===== src/hw/rtl/control_code_escape_decoder_assert.svh =====
// Assertion macros shared by the decoder. Define NO_ASSERTIONS to drop them.
`ifndef CONTROL_CODE_ESCAPE_DECODER_ASSERT_SVH
`define CONTROL_CODE_ESCAPE_DECODER_ASSERT_SVH
`ifndef NO_ASSERTIONS
`define CCD_ASSERT_ALWAYS(label, clk, rst_n, expr) \
    label: assert property (@(posedge clk) disable iff (!rst_n) (expr)) \
        else $error("escape decoder check failed");
`define CCD_ASSERT_IMPLIES(label, clk, rst_n, ante, cons) \
    label: assert property (@(posedge clk) disable iff (!rst_n) (ante) |-> (cons)) \
        else $error("escape decoder check failed");
`else
`define CCD_ASSERT_ALWAYS(label, clk, rst_n, expr)
`define CCD_ASSERT_IMPLIES(label, clk, rst_n, ante, cons)
`endif
`endif


===== src/hw/rtl/ccd_pkg.sv =====
`default_nettype none
package ccd_pkg;

    // Parser modes of the front end.
    typedef enum logic [2:0] {
        MODE_NORMAL = 3'd0,
        MODE_CARET  = 3'd1,
        MODE_BSLASH = 3'd2,
        MODE_STAR   = 3'd3,
        MODE_DIGITS = 3'd4,
        MODE_NAME   = 3'd5
    } t_mode;

    localparam logic [7:0] CH_BSLASH = 8'h5C;
    localparam logic [7:0] CH_CARET  = 8'h5E;
    localparam logic [7:0] CH_STAR   = 8'h2A;
    localparam logic [7:0] CH_SPACE  = 8'h20;
    localparam logic [7:0] CH_AT     = 8'h40;
    localparam logic [7:0] CH_USCORE = 8'h5F;
    localparam logic [7:0] CASE_GAP  = 8'h20;

    localparam int NAME_MAX  = 3;
    localparam int SYM_COUNT = 44;

    typedef logic [0:NAME_MAX-1][7:0] t_name_buf;

    typedef struct packed {
        t_name_buf  txt;
        logic [1:0] len;
        logic [7:0] code;
    } t_sym;

    localparam t_sym SYM_TABLE [SYM_COUNT] = '{
        '{'{"n", "u", "l"}, 2'd3, 8'd0},   '{'{"s", "o", "h"}, 2'd3, 8'd1},
        '{'{"s", "t", "x"}, 2'd3, 8'd2},   '{'{"e", "t", "x"}, 2'd3, 8'd3},
        '{'{"e", "o", "t"}, 2'd3, 8'd4},   '{'{"e", "n", "q"}, 2'd3, 8'd5},
        '{'{"a", "c", "k"}, 2'd3, 8'd6},   '{'{"b", "e", "l"}, 2'd3, 8'd7},
        '{'{"b", "s", 8'h00}, 2'd2, 8'd8}, '{'{"h", "t", 8'h00}, 2'd2, 8'd9},
        '{'{"l", "f", 8'h00}, 2'd2, 8'd10}, '{'{"v", "t", 8'h00}, 2'd2, 8'd11},
        '{'{"f", "f", 8'h00}, 2'd2, 8'd12}, '{'{"c", "r", 8'h00}, 2'd2, 8'd13},
        '{'{"s", "o", 8'h00}, 2'd2, 8'd14}, '{'{"s", "i", 8'h00}, 2'd2, 8'd15},
        '{'{"d", "l", "e"}, 2'd3, 8'd16},  '{'{"d", "c", "1"}, 2'd3, 8'd17},
        '{'{"d", "c", "2"}, 2'd3, 8'd18},  '{'{"d", "c", "3"}, 2'd3, 8'd19},
        '{'{"d", "c", "4"}, 2'd3, 8'd20},  '{'{"n", "a", "k"}, 2'd3, 8'd21},
        '{'{"s", "y", "n"}, 2'd3, 8'd22},  '{'{"e", "t", "b"}, 2'd3, 8'd23},
        '{'{"c", "a", "n"}, 2'd3, 8'd24},  '{'{"e", "m", 8'h00}, 2'd2, 8'd25},
        '{'{"s", "u", "b"}, 2'd3, 8'd26},  '{'{"e", "s", "c"}, 2'd3, 8'd27},
        '{'{"f", "s", 8'h00}, 2'd2, 8'd28}, '{'{"g", "s", 8'h00}, 2'd2, 8'd29},
        '{'{"r", "s", 8'h00}, 2'd2, 8'd30}, '{'{"u", "s", 8'h00}, 2'd2, 8'd31},
        '{'{"s", "p", 8'h00}, 2'd2, 8'd32}, '{'{"d", "e", "l"}, 2'd3, 8'd127},
        '{'{"s", "s", "2"}, 2'd3, 8'd142}, '{'{"s", "s", "3"}, 2'd3, 8'd143},
        '{'{"d", "c", "s"}, 2'd3, 8'd144}, '{'{"c", "s", "i"}, 2'd3, 8'd155},
        '{'{"s", "t", 8'h00}, 2'd2, 8'd156}, '{'{"o", "s", "c"}, 2'd3, 8'd157},
        '{'{"p", "m", 8'h00}, 2'd2, 8'd158}, '{'{"a", "p", "c"}, 2'd3, 8'd159},
        '{'{"n", "b", "s"}, 2'd3, 8'd160}, '{'{"s", "h", "y"}, 2'd3, 8'd173}
    };

    // Channel payloads.
    typedef struct packed {
        logic [7:0] in_char;
        logic       in_last;
    } t_in_item;

    typedef struct packed {
        logic [7:0]  out_byte;
        logic        byte_valid;
        logic        run_last;
        logic        string_end;
        logic [15:0] byte_count;
    } t_out_item;

    // One queued request: the results that one input item causes.
    typedef struct packed {
        logic [1:0] num_res;
        logic [7:0] byte0;
        logic [7:0] byte1;
        logic       byte_valid;
        logic       string_end;
    } t_cmd;

    // Appends a byte to a request; a request holds at most two bytes.
    function automatic t_cmd cmd_push(t_cmd c, logic [7:0] b);
        t_cmd r;
        r = c;
        if (c.num_res == 2'd0) begin
            r.byte0   = b;
            r.num_res = 2'd1;
        end else if (c.num_res == 2'd1) begin
            r.byte1   = b;
            r.num_res = 2'd2;
        end
        return r;
    endfunction

    // Name table match; unused buffer positions are always zero.
    function automatic logic [7:0] name_lookup(t_name_buf nm, logic [1:0] len);
        logic [7:0] code;
        logic       found;
        code  = 8'd0;
        found = 1'b0;
        for (int k = 0; k < SYM_COUNT; k++) begin
            if (!found && SYM_TABLE[k].len == len && SYM_TABLE[k].txt == nm) begin
                code  = SYM_TABLE[k].code;
                found = 1'b1;
            end
        end
        return code;
    endfunction

endpackage
`default_nettype wire


===== src/hw/rtl/ccd_stream_if.sv =====
`default_nettype none
interface ccd_stream_if #(
    parameter type T = logic
);
    logic valid;
    logic ready;
    T     data;

    modport source (output valid, output data, input ready);
    modport sink (input valid, input data, output ready);
endinterface
`default_nettype wire


===== src/hw/rtl/ccd_fifo.sv =====
`default_nettype none
module ccd_fifo #(
    parameter int DEPTH = 4
) (
    input  wire logic         i_clk,
    input  wire logic         i_rst_n,
    input  wire logic         i_push,
    input  ccd_pkg::t_cmd     i_data,
    output logic              o_full,
    input  wire logic         i_pop,
    output logic              o_empty,
    output ccd_pkg::t_cmd     o_head
);
    import ccd_pkg::*;

    localparam int AW = (DEPTH > 1) ? $clog2(DEPTH) : 1;
    localparam int CW = $clog2(DEPTH + 1);

    t_cmd          r_mem [DEPTH];
    logic [AW-1:0] r_wr;
    logic [AW-1:0] r_rd;
    logic [CW-1:0] r_fill;
    logic [AW-1:0] n_wr;
    logic [AW-1:0] n_rd;
    logic [CW-1:0] n_fill;

    assign o_full  = (r_fill == CW'(DEPTH));
    assign o_empty = (r_fill == '0);
    assign o_head  = r_mem[r_rd];

    always_comb begin
        n_wr   = r_wr;
        n_rd   = r_rd;
        n_fill = r_fill;
        if (i_push) begin
            n_wr = (r_wr == AW'(DEPTH - 1)) ? '0 : r_wr + 1'b1;
        end
        if (i_pop) begin
            n_rd = (r_rd == AW'(DEPTH - 1)) ? '0 : r_rd + 1'b1;
        end
        if (i_push && !i_pop) begin
            n_fill = r_fill + 1'b1;
        end else if (!i_push && i_pop) begin
            n_fill = r_fill - 1'b1;
        end
    end

    always_ff @(posedge i_clk) begin
        if (!i_rst_n) begin
            r_wr   <= '0;
            r_rd   <= '0;
            r_fill <= '0;
        end else begin
            r_wr   <= n_wr;
            r_rd   <= n_rd;
            r_fill <= n_fill;
        end
    end

    always_ff @(posedge i_clk) begin
        if (i_push) begin
            r_mem[r_wr] <= i_data;
        end
    end
endmodule
`default_nettype wire


===== src/hw/rtl/ccd_front.sv =====
`default_nettype none
module ccd_front (
    input  wire logic     i_clk,
    input  wire logic     i_rst_n,
    ccd_stream_if.sink    i_in,
    input  wire logic     i_q_full,
    output logic          o_push,
    output ccd_pkg::t_cmd o_cmd
);
    import ccd_pkg::*;

    t_mode      r_mode;
    t_mode      n_mode;
    logic [9:0] r_digit;
    logic [9:0] n_digit;
    logic [1:0] r_cnt;
    logic [1:0] n_cnt;
    t_name_buf  r_name;
    t_name_buf  n_name;

    logic       accept;
    logic [7:0] c;
    logic       last;
    logic [7:0] uc;
    logic [7:0] lc;
    logic       is_dig;
    logic       is_aln;
    logic [9:0] dval;
    logic [9:0] digit_acc;
    logic [2:0] cnt_inc;
    logic       do_plain;
    t_cmd       cmd;

    assign i_in.ready = !i_q_full;
    assign accept     = i_in.valid && !i_q_full;
    assign c          = i_in.data.in_char;
    assign last       = i_in.data.in_last;

    assign uc        = (c >= "a" && c <= "z") ? c - CASE_GAP : c;
    assign lc        = (c >= "A" && c <= "Z") ? c + CASE_GAP : c;
    assign is_dig    = (c >= "0" && c <= "9");
    assign is_aln    = is_dig || (lc >= "a" && lc <= "z");
    assign dval      = {6'd0, c[3:0]};
    assign digit_acc = 10'((r_digit << 3) + (r_digit << 1) + dval);
    assign cnt_inc   = {1'b0, r_cnt} + 3'd1;

    always_comb begin
        n_mode         = r_mode;
        n_digit        = r_digit;
        n_cnt          = r_cnt;
        n_name         = r_name;
        do_plain       = 1'b0;
        cmd            = '0;
        cmd.byte_valid = 1'b1;
        cmd.string_end = last;

        unique case (r_mode)
            MODE_CARET: begin
                cmd    = cmd_push(cmd, (uc >= "A" && uc <= CH_USCORE) ? uc - CH_AT : c);
                n_mode = MODE_NORMAL;
            end
            MODE_BSLASH: begin
                n_mode = MODE_NORMAL;
                if (uc >= "0" && uc <= "6") begin
                    cmd = cmd;
                end else begin
                    case (uc)
                        "A", "C", "D", "G", "H", "I", "P", "U", "X": begin
                            cmd = cmd_push(cmd, CH_BSLASH);
                            cmd = cmd_push(cmd, c);
                        end
                        "B":     cmd = cmd_push(cmd, 8'd8);
                        "F":     cmd = cmd_push(cmd, 8'd12);
                        "N":     cmd = cmd_push(cmd, 8'd10);
                        "R":     cmd = cmd_push(cmd, 8'd13);
                        "T":     cmd = cmd_push(cmd, 8'd9);
                        "E":     cmd = cmd_push(cmd, 8'd27);
                        CH_STAR: begin
                            n_digit = '0;
                            n_cnt   = '0;
                            n_name  = '0;
                            n_mode  = MODE_STAR;
                        end
                        default: cmd = cmd_push(cmd, c);
                    endcase
                end
            end
            MODE_STAR: begin
                if (c == CH_SPACE) begin
                    n_mode = MODE_STAR;
                end else if (is_dig) begin
                    n_digit = dval;
                    n_cnt   = 2'd1;
                    n_mode  = MODE_DIGITS;
                end else if (is_aln) begin
                    n_name[0] = lc;
                    n_cnt     = 2'd1;
                    n_mode    = MODE_NAME;
                end else begin
                    cmd      = cmd_push(cmd, 8'd0);
                    n_digit  = '0;
                    n_cnt    = '0;
                    n_name   = '0;
                    do_plain = 1'b1;
                end
            end
            MODE_DIGITS: begin
                if (is_dig && cnt_inc >= 3'd3) begin
                    cmd     = cmd_push(cmd, digit_acc[7:0]);
                    n_digit = '0;
                    n_cnt   = '0;
                    n_name  = '0;
                    n_mode  = MODE_NORMAL;
                end else if (is_dig) begin
                    n_digit = digit_acc;
                    n_cnt   = cnt_inc[1:0];
                end else begin
                    cmd      = cmd_push(cmd, r_digit[7:0]);
                    n_digit  = '0;
                    n_cnt    = '0;
                    n_name   = '0;
                    do_plain = 1'b1;
                end
            end
            MODE_NAME: begin
                if (is_aln && cnt_inc >= 3'd4) begin
                    // A four character name is longer than any table entry.
                    cmd     = cmd_push(cmd, 8'd0);
                    n_digit = '0;
                    n_cnt   = '0;
                    n_name  = '0;
                    n_mode  = MODE_NORMAL;
                end else if (is_aln) begin
                    n_name[r_cnt] = lc;
                    n_cnt         = cnt_inc[1:0];
                end else begin
                    cmd      = cmd_push(cmd, name_lookup(r_name, r_cnt));
                    n_digit  = '0;
                    n_cnt    = '0;
                    n_name   = '0;
                    do_plain = 1'b1;
                end
            end
            default: begin
                do_plain = 1'b1;
            end
        endcase

        // The character that ends a code is handled as in normal mode.
        if (do_plain) begin
            if (c == CH_BSLASH) begin
                n_mode = MODE_BSLASH;
            end else if (c == CH_CARET) begin
                n_mode = MODE_CARET;
            end else begin
                n_mode = MODE_NORMAL;
                cmd    = cmd_push(cmd, c);
            end
        end

        if (last) begin
            if (n_mode == MODE_DIGITS) begin
                cmd = cmd_push(cmd, n_digit[7:0]);
            end else if (n_mode == MODE_NAME) begin
                cmd = cmd_push(cmd, name_lookup(n_name, n_cnt));
            end
            if (cmd.num_res == 2'd0) begin
                cmd.num_res    = 2'd1;
                cmd.byte0      = 8'd0;
                cmd.byte_valid = 1'b0;
            end
            n_mode  = MODE_NORMAL;
            n_digit = '0;
            n_cnt   = '0;
            n_name  = '0;
        end
    end

    assign o_cmd  = cmd;
    assign o_push = accept && (cmd.num_res != 2'd0);

    always_ff @(posedge i_clk) begin
        if (!i_rst_n) begin
            r_mode  <= MODE_NORMAL;
            r_digit <= '0;
            r_cnt   <= '0;
            r_name  <= '0;
        end else if (accept) begin
            r_mode  <= n_mode;
            r_digit <= n_digit;
            r_cnt   <= n_cnt;
            r_name  <= n_name;
        end
    end
endmodule
`default_nettype wire


===== src/hw/rtl/ccd_back.sv =====
`default_nettype none
module ccd_back (
    input  wire logic     i_clk,
    input  wire logic     i_rst_n,
    input  wire logic     i_q_empty,
    input  ccd_pkg::t_cmd i_head,
    output logic          o_pop,
    ccd_stream_if.source  o_out
);
    import ccd_pkg::*;

    logic        r_out_valid;
    t_out_item   r_out;
    logic        r_idx;
    logic [15:0] r_count;

    logic        load;
    logic        is_last;
    logic [7:0]  sel_byte;
    logic [15:0] cnt_new;

    assign load     = !i_q_empty && (!r_out_valid || o_out.ready);
    assign is_last  = r_idx || (i_head.num_res == 2'd1);
    assign sel_byte = r_idx ? i_head.byte1 : i_head.byte0;
    assign cnt_new  = (i_head.byte_valid && r_count != 16'hFFFF) ? r_count + 16'd1 : r_count;
    assign o_pop    = load && is_last;

    assign o_out.valid = r_out_valid;
    assign o_out.data  = r_out;

    always_ff @(posedge i_clk) begin
        if (!i_rst_n) begin
            r_out_valid <= 1'b0;
            r_idx       <= 1'b0;
            r_count     <= '0;
        end else begin
            if (load) begin
                r_out_valid <= 1'b1;
                r_idx       <= !is_last;
                // The count starts over after the last result of a string.
                r_count     <= (is_last && i_head.string_end) ? '0 : cnt_new;
            end else if (o_out.ready) begin
                r_out_valid <= 1'b0;
            end
        end
    end

    always_ff @(posedge i_clk) begin
        if (load) begin
            r_out.out_byte   <= i_head.byte_valid ? sel_byte : 8'd0;
            r_out.byte_valid <= i_head.byte_valid;
            r_out.run_last   <= is_last;
            r_out.string_end <= i_head.string_end;
            r_out.byte_count <= cnt_new;
        end
    end
endmodule
`default_nettype wire


===== src/hw/rtl/control_code_escape_decoder.sv =====
// Path: an accepted request enters the request queue, then the output register.
// Throughput: one input request per cycle while the queue has room; the output
// register moves one result per cycle while the receiver is ready, so a request
// with two bytes waits at the head of the request queue, which absorbs it.
// Reset: synchronous, active low; clears parser state, the queue, the byte count and
// the output valid. No clearing pass is needed.
`default_nettype none
`include "control_code_escape_decoder_assert.svh"
module control_code_escape_decoder #(
    parameter int FIFO_DEPTH = 4
) (
    input  wire logic    i_clk,
    input  wire logic    i_rst_n,
    ccd_stream_if.sink   i_in,
    ccd_stream_if.source o_out
);
    import ccd_pkg::*;

    // The front end parses one character per cycle while the queue has room and turns
    // it into a request holding zero, one or two result bytes. Requests with no result
    // (a caret, a backslash, a digit being collected) never enter the queue.
    logic q_full;
    logic q_empty;
    logic q_push;
    logic q_pop;
    t_cmd q_in;
    t_cmd q_head;

    ccd_front u_front (
        .i_clk    (i_clk),
        .i_rst_n  (i_rst_n),
        .i_in     (i_in),
        .i_q_full (q_full),
        .o_push   (q_push),
        .o_cmd    (q_in)
    );

    // The queue decouples the parser from output backpressure.
    ccd_fifo #(
        .DEPTH (FIFO_DEPTH)
    ) u_fifo (
        .i_clk   (i_clk),
        .i_rst_n (i_rst_n),
        .i_push  (q_push),
        .i_data  (q_in),
        .o_full  (q_full),
        .i_pop   (q_pop),
        .o_empty (q_empty),
        .o_head  (q_head)
    );

    // The back end walks the bytes of each request into the output register
    // and keeps the saturating byte count for the current string.
    ccd_back u_back (
        .i_clk     (i_clk),
        .i_rst_n   (i_rst_n),
        .i_q_empty (q_empty),
        .i_head    (q_head),
        .o_pop     (q_pop),
        .o_out     (o_out)
    );

    // A result without a byte only reports the end of a string.
    `CCD_ASSERT_IMPLIES(a_empty_result_ends_string, i_clk, i_rst_n,
        o_out.valid && !o_out.data.byte_valid,
        o_out.data.run_last && o_out.data.string_end && o_out.data.out_byte == 8'd0)
    // A byte that was decoded is always counted.
    `CCD_ASSERT_IMPLIES(a_count_nonzero, i_clk, i_rst_n,
        o_out.valid && o_out.data.byte_valid, o_out.data.byte_count != 16'd0)
    // A new result appears only when the queue held a request.
    `CCD_ASSERT_IMPLIES(a_result_from_queue, i_clk, i_rst_n,
        $rose(o_out.valid), $past(!q_empty))
endmodule
`default_nettype wire


===== src/flat_wrapper.sv =====
// flat-port wrapper written by rule: the top's interface ports become plain ports
module control_code_escape_decoder_flat import ccd_pkg::*;
#(
    parameter int FIFO_DEPTH = 4
)
  (i_clk, i_rst_n, i_in_valid, i_in_data, i_in_ready, o_out_valid, o_out_data, o_out_ready);
  ccd_stream_if #(.T(t_in_item)) i_in_i ();
  ccd_stream_if #(.T(t_out_item)) o_out_i ();
  input  wire logic i_clk;
  input  wire logic i_rst_n;
  input wire logic [$bits(i_in_i.valid)-1:0] i_in_valid;
  input wire logic [$bits(i_in_i.data)-1:0] i_in_data;
  output wire logic [$bits(i_in_i.ready)-1:0] i_in_ready;
  output wire logic [$bits(o_out_i.valid)-1:0] o_out_valid;
  output wire logic [$bits(o_out_i.data)-1:0] o_out_data;
  input wire logic [$bits(o_out_i.ready)-1:0] o_out_ready;
  assign i_in_i.valid = i_in_valid;
  assign i_in_i.data = i_in_data;
  assign i_in_ready = i_in_i.ready;
  assign o_out_valid = o_out_i.valid;
  assign o_out_data = o_out_i.data;
  assign o_out_i.ready = o_out_ready;
  control_code_escape_decoder #(.FIFO_DEPTH(FIFO_DEPTH)) u_core (.i_clk(i_clk), .i_rst_n(i_rst_n), .i_in(i_in_i), .o_out(o_out_i));
endmodule

===== config.mk =====
export PLATFORM = sky130hd
export DESIGN_NAME = control_code_escape_decoder_flat
export DESIGN_NICKNAME = d
export VERILOG_FILES = /design/src/hw/rtl/ccd_pkg.sv /design/src/hw/rtl/ccd_stream_if.sv /design/src/hw/rtl/ccd_fifo.sv /design/src/hw/rtl/ccd_front.sv /design/src/hw/rtl/ccd_back.sv /design/src/hw/rtl/control_code_escape_decoder.sv /design/src/flat_wrapper.sv
export VERILOG_INCLUDE_DIRS = /design/src /design/src/hw/rtl
export SDC_FILE = /design/constraint.sdc
export NUM_CORES = 1
export LEC_CHECK = 0
export ABC_AREA = 1
export BUFFER_PORTS_ARGS = -buffer_cell sky130_fd_sc_hd__buf_2
export CORE_MARGIN = 5
export CORE_UTILIZATION = 38
export DETAILED_ROUTE_END_ITERATION = 12
export GPL_TIMING_DRIVEN = 0
export PLACE_DENSITY = 0.55
export SLEW_MARGIN = 20
export SYNTH_ARGS = -nofsm -noshare
export SYNTH_HDL_FRONTEND = slang
export SYNTH_HIERARCHICAL = 1
export SYNTH_SLANG_ARGS = --single-unit
export TNS_END_PERCENT = 100

===== constraint.sdc =====
create_clock -name i_clk -period 9.79 [get_ports i_clk]
set_input_delay 0.979 -clock i_clk [delete_from_list [all_inputs] [get_ports i_clk]]
set_output_delay 0.979 -clock i_clk [all_outputs]
set_load 0.005 [all_outputs]

==> results.json, run 1 <==
{
  "cts.sinks": 171,
  "fin_area_sq_um": 14780,
  "timing.slew.headroom_pct": 24.01,
  "cp_max_fo": 10,
  "fin_worst_skew_ns": 0.02058,
  "layout.nets": 2105,
  "synth_async_sr_flop_share_pct": 0,
  "post_cts_resized": 0,
  "cp-start-kind": "input pin",
  "grt_max_degree": 25,
  "fin_crit_ns": 6.948,
  "final_antenna_net_count": 0,
  "cts_root_buf": "clkbuf_16",
  "clock_latency_ns": 0.43,
  "vias_per_cell": 5.394,
  "syn_inst": 1995,
  "worst_pin_slew_ns": 1.131,
  "pre_cts_ws_ns": 2.640,
  "wl_um": 45340,
  "synth_area_leaders": "edfxtp_1 (24%), nand2_1 (13%), dfxtp_1 (9.6%)",
  "post_drt_wl_per_cell_um": 17.98,
  "cts_htree_levels": 4,
  "ir_worst_vdd_v": 0.0001279,
  "rsz0062_at_grt": "false",
  "crit_slowest_cell": "clkbuf_1",
  "cp_common_cell": "nor2_1",
  "cts.path.max_buffers": 2,
  "hold_viol": 0,
  "finalMaxSlewViolations": 0,
  "core_sq_um": 34630,
  "post-route-drc-count": 0,
  "period_share_pct": 70.97,
  "grt_pass1_vias": 13000,
  "synth_top_area_share_pct": 23.99,
  "final_core_util_pct": 42.69,
  "ys_ff_latch": 171,
  "clk_pin_slew_ns": 0.08,
  "holdBufCountCts": 0,
  "drive_gt1_share_pct": 11.13,
  "ys_seq_area_share_pct": 33.56,
  "hp-class": "flop to flop",
  "cts_tree": "done",
  "first_iter_violations": 1128,
  "status": "finished, final reports clean",
  "yosysWarnings": 6,
  "dieArea_sq_um": 39100,
  "cp.arrival_ns": 7.12,
  "p_per_area_nw_per_um2": 157.6,
  "num_rows": 68,
  "cts_setup_buffers": 0,
  "syn_nets": 2046,
  "dpl.hpwl_um": 35760,
  "fmax_mhz": 143.9,
  "total_power_uw": 2331,
  "drv_cap": 0,
  "end_kind": "flop",
  "path_class": "input pin to flop",
  "synth.distinct_cells": 61,
  "detailroute.via_count": 13600,
  "place_area_sq_um": 14190,
  "io_buffers": 39,
  "cts_buffers": 17,
  "ys.flop_type": "edfxtp_1",
  "syn_avg_cell_area_sq_um": 6.713,
  "diodes": 0,
  "place_congestion": 0.9624,
  "gr-total-overflow": 0,
  "setup-tns-final_ns": 0,
  "fp.dieH_um": 197.7,
  "grt_antenna_before_repair": 0,
  "worst_slack_ns": 2.842,
  "cellLeakagePower_uw": 0.006031,
  "crit_required_ns": 9.96,
  "grt_pass1_wl_um": 72080,
  "yosys.area.top_type": "edfxtp_1",
  "synth_edf_count": 107,
  "dieWidth_um": 197.7,
  "start_util_pct": 38.68,
  "pin_count": 42,
  "synth.cell_area_sq_um": 13390,
  "syn_to_final_growth_pct": 10.39,
  "multi_input_area_sq_um": 7579,
  "finalSetupViolCount": 0,
  "firstDrtPassIters": 5,
  "hp-start": "u_core/u_front/r_digit[7]",
  "seq_area_sq_um": 4494,
  "layout_common_cells": "nand2_1 (453), nor2_1 (295), inv_1 (235), nand3_1 (121), edfxtp_1 (107)",
  "fillers": 3654,
  "max_stage_delay_ns": 0.50,
  "track_usage_pct": 22.94,
  "reg2reg_from": "u_core/u_front/r_mode[1]",
  "startpoint": "i_in_data[5]",
  "final_common_cell": "nand2_1"
}
-- final cells by class --
class / count / area share (%)
sequential: 171 / 30.40
clock inverter: 13 / 1.075
multi-input combinational: 1491 / 51.26
tap: 455 / 3.851
buffer: 57 / 1.938
timing repair buffer: 40 / 1.506
clock buffer: 19 / 2.928
inverter: 276 / 7.041
-- path summary, 6_finish.rpt --
path / cells after the start / endpoint / slack [ns]
max: 46 / u_core/u_fifo/r_mem[1][15] / 2.84
min: 2 / u_core/u_front/r_digit[7] / 0.49
max reg2reg: 38 / u_core/u_fifo/r_mem[1][15] / 3.44
min reg2reg: 2 / u_core/u_front/r_digit[7] / 0.49
-- power breakdown --
group / internal, uW / switching, uW / total, uW
Clock: 384 / 309 / 693
Sequential: 909 / 39.7 / 948
Combinational: 217 / 472 / 689
-- cell families (layout without fill, tap and decap cells) --
kind of cell / after synthesis / in the layout / share of synthesized area, %
fa+ha+maj: 38 / 38 / 3.718
compound gates: 296 / 296 / 12.66
xor+xnor: 9 / 9 / 0.6446
simple gates: 1148 / 1148 / 39.51
flops: 171 / 171 / 33.56
buf+inv: 333 / 405 / 9.912
-- critical path: cells and delay by family --
kind                     cells  cell delay [ns]
AO/OA/AOI/OAI                5             0.89
adder cells (fa/ha/maj)      1             0.20
buffers and inverters        6             1.13
AND/OR/NAND/NOR             34             3.90
-- synthesized netlist by cell type (6+ instances only) --
library cell and n:
nor4_1 18, o22ai_1 36, nor3_1 79, nor2_2 13, nand2_1 453, inv_1 235, o21ai_0 74, nor2_4 10
buf_2 10, nand3_2 15, clkbuf_1 37, nand3_1 121, buf_6 6, inv_2 35, or2_2 6, and2_1 11
nor2_1 295, dfxtp_1 64, nand2_4 7, nand4_1 67, edfxtp_1 107, a31oi_1 7, o21ai_1 48, a21oi_1 88
nand2_2 33, ha_1 35
-- sequential cells by signal, summed over array words and instances (netlist names), named ones only --
signal / count
u_core/u_front/r_digit: 8
u_core/u_fifo/r_rd: 2
u_core/u_back/o_out.data: 27
u_core/u_fifo/r_fill: 3
u_core/u_front/r_cnt: 2
u_core/u_fifo/r_mem: 80
u_core/u_back/o_out.valid: 1
u_core/u_back/r_count: 16
u_core/u_front/r_mode: 3
u_core/u_back/r_idx: 1
u_core/u_front/r_name: 24
u_core/u_fifo/r_wr: 2
-- through the flow --
stage | hold slack, ns | instances
floorplan | 0.4453 | 1995
global placement | 0.4541 | 2489
detailed placement | 0.4804 | 2490
CTS | 0.4925 | 2522
global route | 0.5212 | 2522
finish | 0.4906 | 2522
-- layer usage --
layer / routed length (um) / part of all wire (%) / global-route usage [%]
met2: 21700 / 48 / 38.87
met5: 0 / 0 / 0
met3: 2351 / 5.2 / 2.229
met1: 19990 / 44 / 30.88
met4: 1300 / 2.9 / 7.473
(Power assumes the default switching activity.)
==> inputs of run 2 (changes only) <==
clock period = 6.6 ns   (was 9.79 ns; I/O delays follow)
==> results.json, run 2 (synthesis results as in run 1) <==
{
  "status": "finished, final reports clean",
  "max_stage_delay_ns": 0.44,
  "grt_pass1_wl_um": 72080,
  "place_area_sq_um": 14190,
  "grt_pass1_vias": 13000,
  "final_common_cell": "nand2_1",
  "worst_pin_slew_ns": 1.211,
  "drv_cap": 0,
  "cts.path.max_buffers": 2,
  "finalSetupViolCount": 0,
  "diodes": 0,
  "dieWidth_um": 197.7,
  "cts_root_buf": "clkbuf_16",
  "drive_gt1_share_pct": 13.08,
  "hp-class": "input pin to flop",
  "layout_common_cells": "nand2_1 (446), nor2_1 (292), inv_1 (233), nand3_1 (119), edfxtp_1 (107)",
  "hold_viol": 0,
  "pin_count": 42,
  "crit_required_ns": 6.73,
  "hp-start": "i_in_data[0]",
  "post-route-drc-count": 0,
  "cts_buffers": 17,
  "period_share_pct": 92.70,
  "clock_latency_ns": 0.43,
  "r2r_end": "u_core/u_fifo/r_mem[0][13]",
  "fin_area_sq_um": 15120,
  "wl_um": 45620,
  "cts_htree_levels": 4,
  "cellLeakagePower_uw": 0.006148,
  "track_usage_pct": 22.94,
  "cp_common_cell": "nand2_1",
  "fin_crit_ns": 6.118,
  "reg2regPathDepth": 35,
  "place_congestion": 0.9624,
  "grt_antenna_before_repair": 0,
  "fmax_mhz": 163.4,
  "first_iter_violations": 1177,
  "detailroute.via_count": 13770,
  "syn_to_final_growth_pct": 12.88,
  "firstDrtPassIters": 7,
  "hold_end": "u_core/u_fifo/r_mem[3][0]",
  "core_sq_um": 34630,
  "total_power_uw": 3469,
  "cp_max_fo": 10,
  "cp-start-kind": "input pin",
  "holdBufCountCts": 0,
  "num_rows": 68,
  "fp.dieH_um": 197.7,
  "reg2reg_from": "u_core/u_front/r_mode[1]",
  "largest_reg_flops": 80,
  "dieArea_sq_um": 39100,
  "io_buffers": 39,
  "grt_max_degree": 25,
  "final_antenna_net_count": 0,
  "finalMaxSlewViolations": 0,
  "top_register": "u_core/u_fifo/r_mem",
  "timing.slew.headroom_pct": 18.65,
  "cts.sinks": 171,
  "hold-path-cell-count": 1,
  "vias_per_cell": 5.435,
  "cts_tree": "done",
  "crit_slowest_cell": "nor4_1",
  "ir_worst_vdd_v": 0.0001905,
  "layout.nets": 2117,
  "cp.arrival_ns": 6.25,
  "gr-total-overflow": 0,
  "clk_pin_slew_ns": 0.07,
  "fin_worst_skew_ns": 0.01988,
  "p_per_area_nw_per_um2": 229.5,
  "path_class": "input pin to flop",
  "dpl.hpwl_um": 35760,
  "post_drt_wl_per_cell_um": 18.00,
  "r2r_slack_ns": 0.71,
  "start_util_pct": 38.68,
  "end_kind": "flop"
}
-- run 2: cell count changes in the layout (fill, tap and decap cells not counted), moves of 4 or more --
cell     before  now
nor2_4       10   15
buf_4         4   14
nand2_1     453  446
nor3_1       79   75
nor3_2        2    6
nand2_2      33   39
-- run 2: worst max-delay path: cells and delay by family --
kind,cells,cell delay [ns]
AND/OR/NAND/NOR,37,4.38
adder cells (fa/ha/maj),1,0.16
AO/OA/AOI/OAI,2,0.24
buffers and inverters,6,0.80
-- run 2: final cells by class --
cell class	count	area, sq um
buffer	57	316.6
tap	455	569.3
timing repair buffer	52	332.8
fill	3639	19510
clock inverter	13	158.9
inverter	276	1056
clock buffer	19	432.9
multi-input combinational	1491	7757
sequential	171	4494
-- run 2: worst max path at each step --
| stage | slack (ns) | start | end |
|---|---|---|---|
| 2_1_floorplan | 1.21 | i_in_data[2] | u_core/u_fifo/r_fill[2] |
| 3_3_place_gp | -0.28 | i_in_data[2] | u_core/u_fifo/r_mem[3][13] |
| 3_5_place_dp | -0.23 | i_in_data[2] | u_core/u_fifo/r_mem[2][15] |
| 4_1_cts | 0.16 | i_in_data[2] | u_core/u_fifo/r_mem[1][15] |
| 5_1_grt | -0.06 | i_in_data[4] | u_core/u_fifo/r_mem[1][15] |
| 6_report | 0.48 | i_in_data[4] | u_core/u_fifo/r_mem[0][13] |
-- run 2: report_power, final --
part / internal (uW) / switching (uW) / total [uW]
clock: 569 / 459 / 1030
sequential: 1350 / 59.3 / 1410
combinational: 330 / 705 / 1030
total: 2250 / 1220 / 3470
-- run 2: layer usage --
layer / wire [um] / track usage, %
met5: 0 / 0
met4: 1326 / 7.473
met3: 2242 / 2.229
met2: 21860 / 38.87
met1: 20190 / 30.88
-- run 2: repair_timing --
action                                  4_1_cts  5_1_grt
buffers inserted                              0       11
gates resized for setup                       0       64
endpoints found under the setup margin        0      138
-- run 2: through the flow --
stage               worst slack (ns)  TNS (ns)  cells  hold WS, ns  util [%]
finish                        0.4817         0   2534       0.4293     43.66
global route                -0.05858   -0.2552   2534       0.4181     43.66
CTS                           0.1618         0   2522       0.4101     42.69
detailed placement           -0.2309    -15.76   2490       0.4804     40.99
global placement             -0.2773    -14.43   2489       0.4541     40.88
floorplan                      1.213         0   1995       0.4453         -
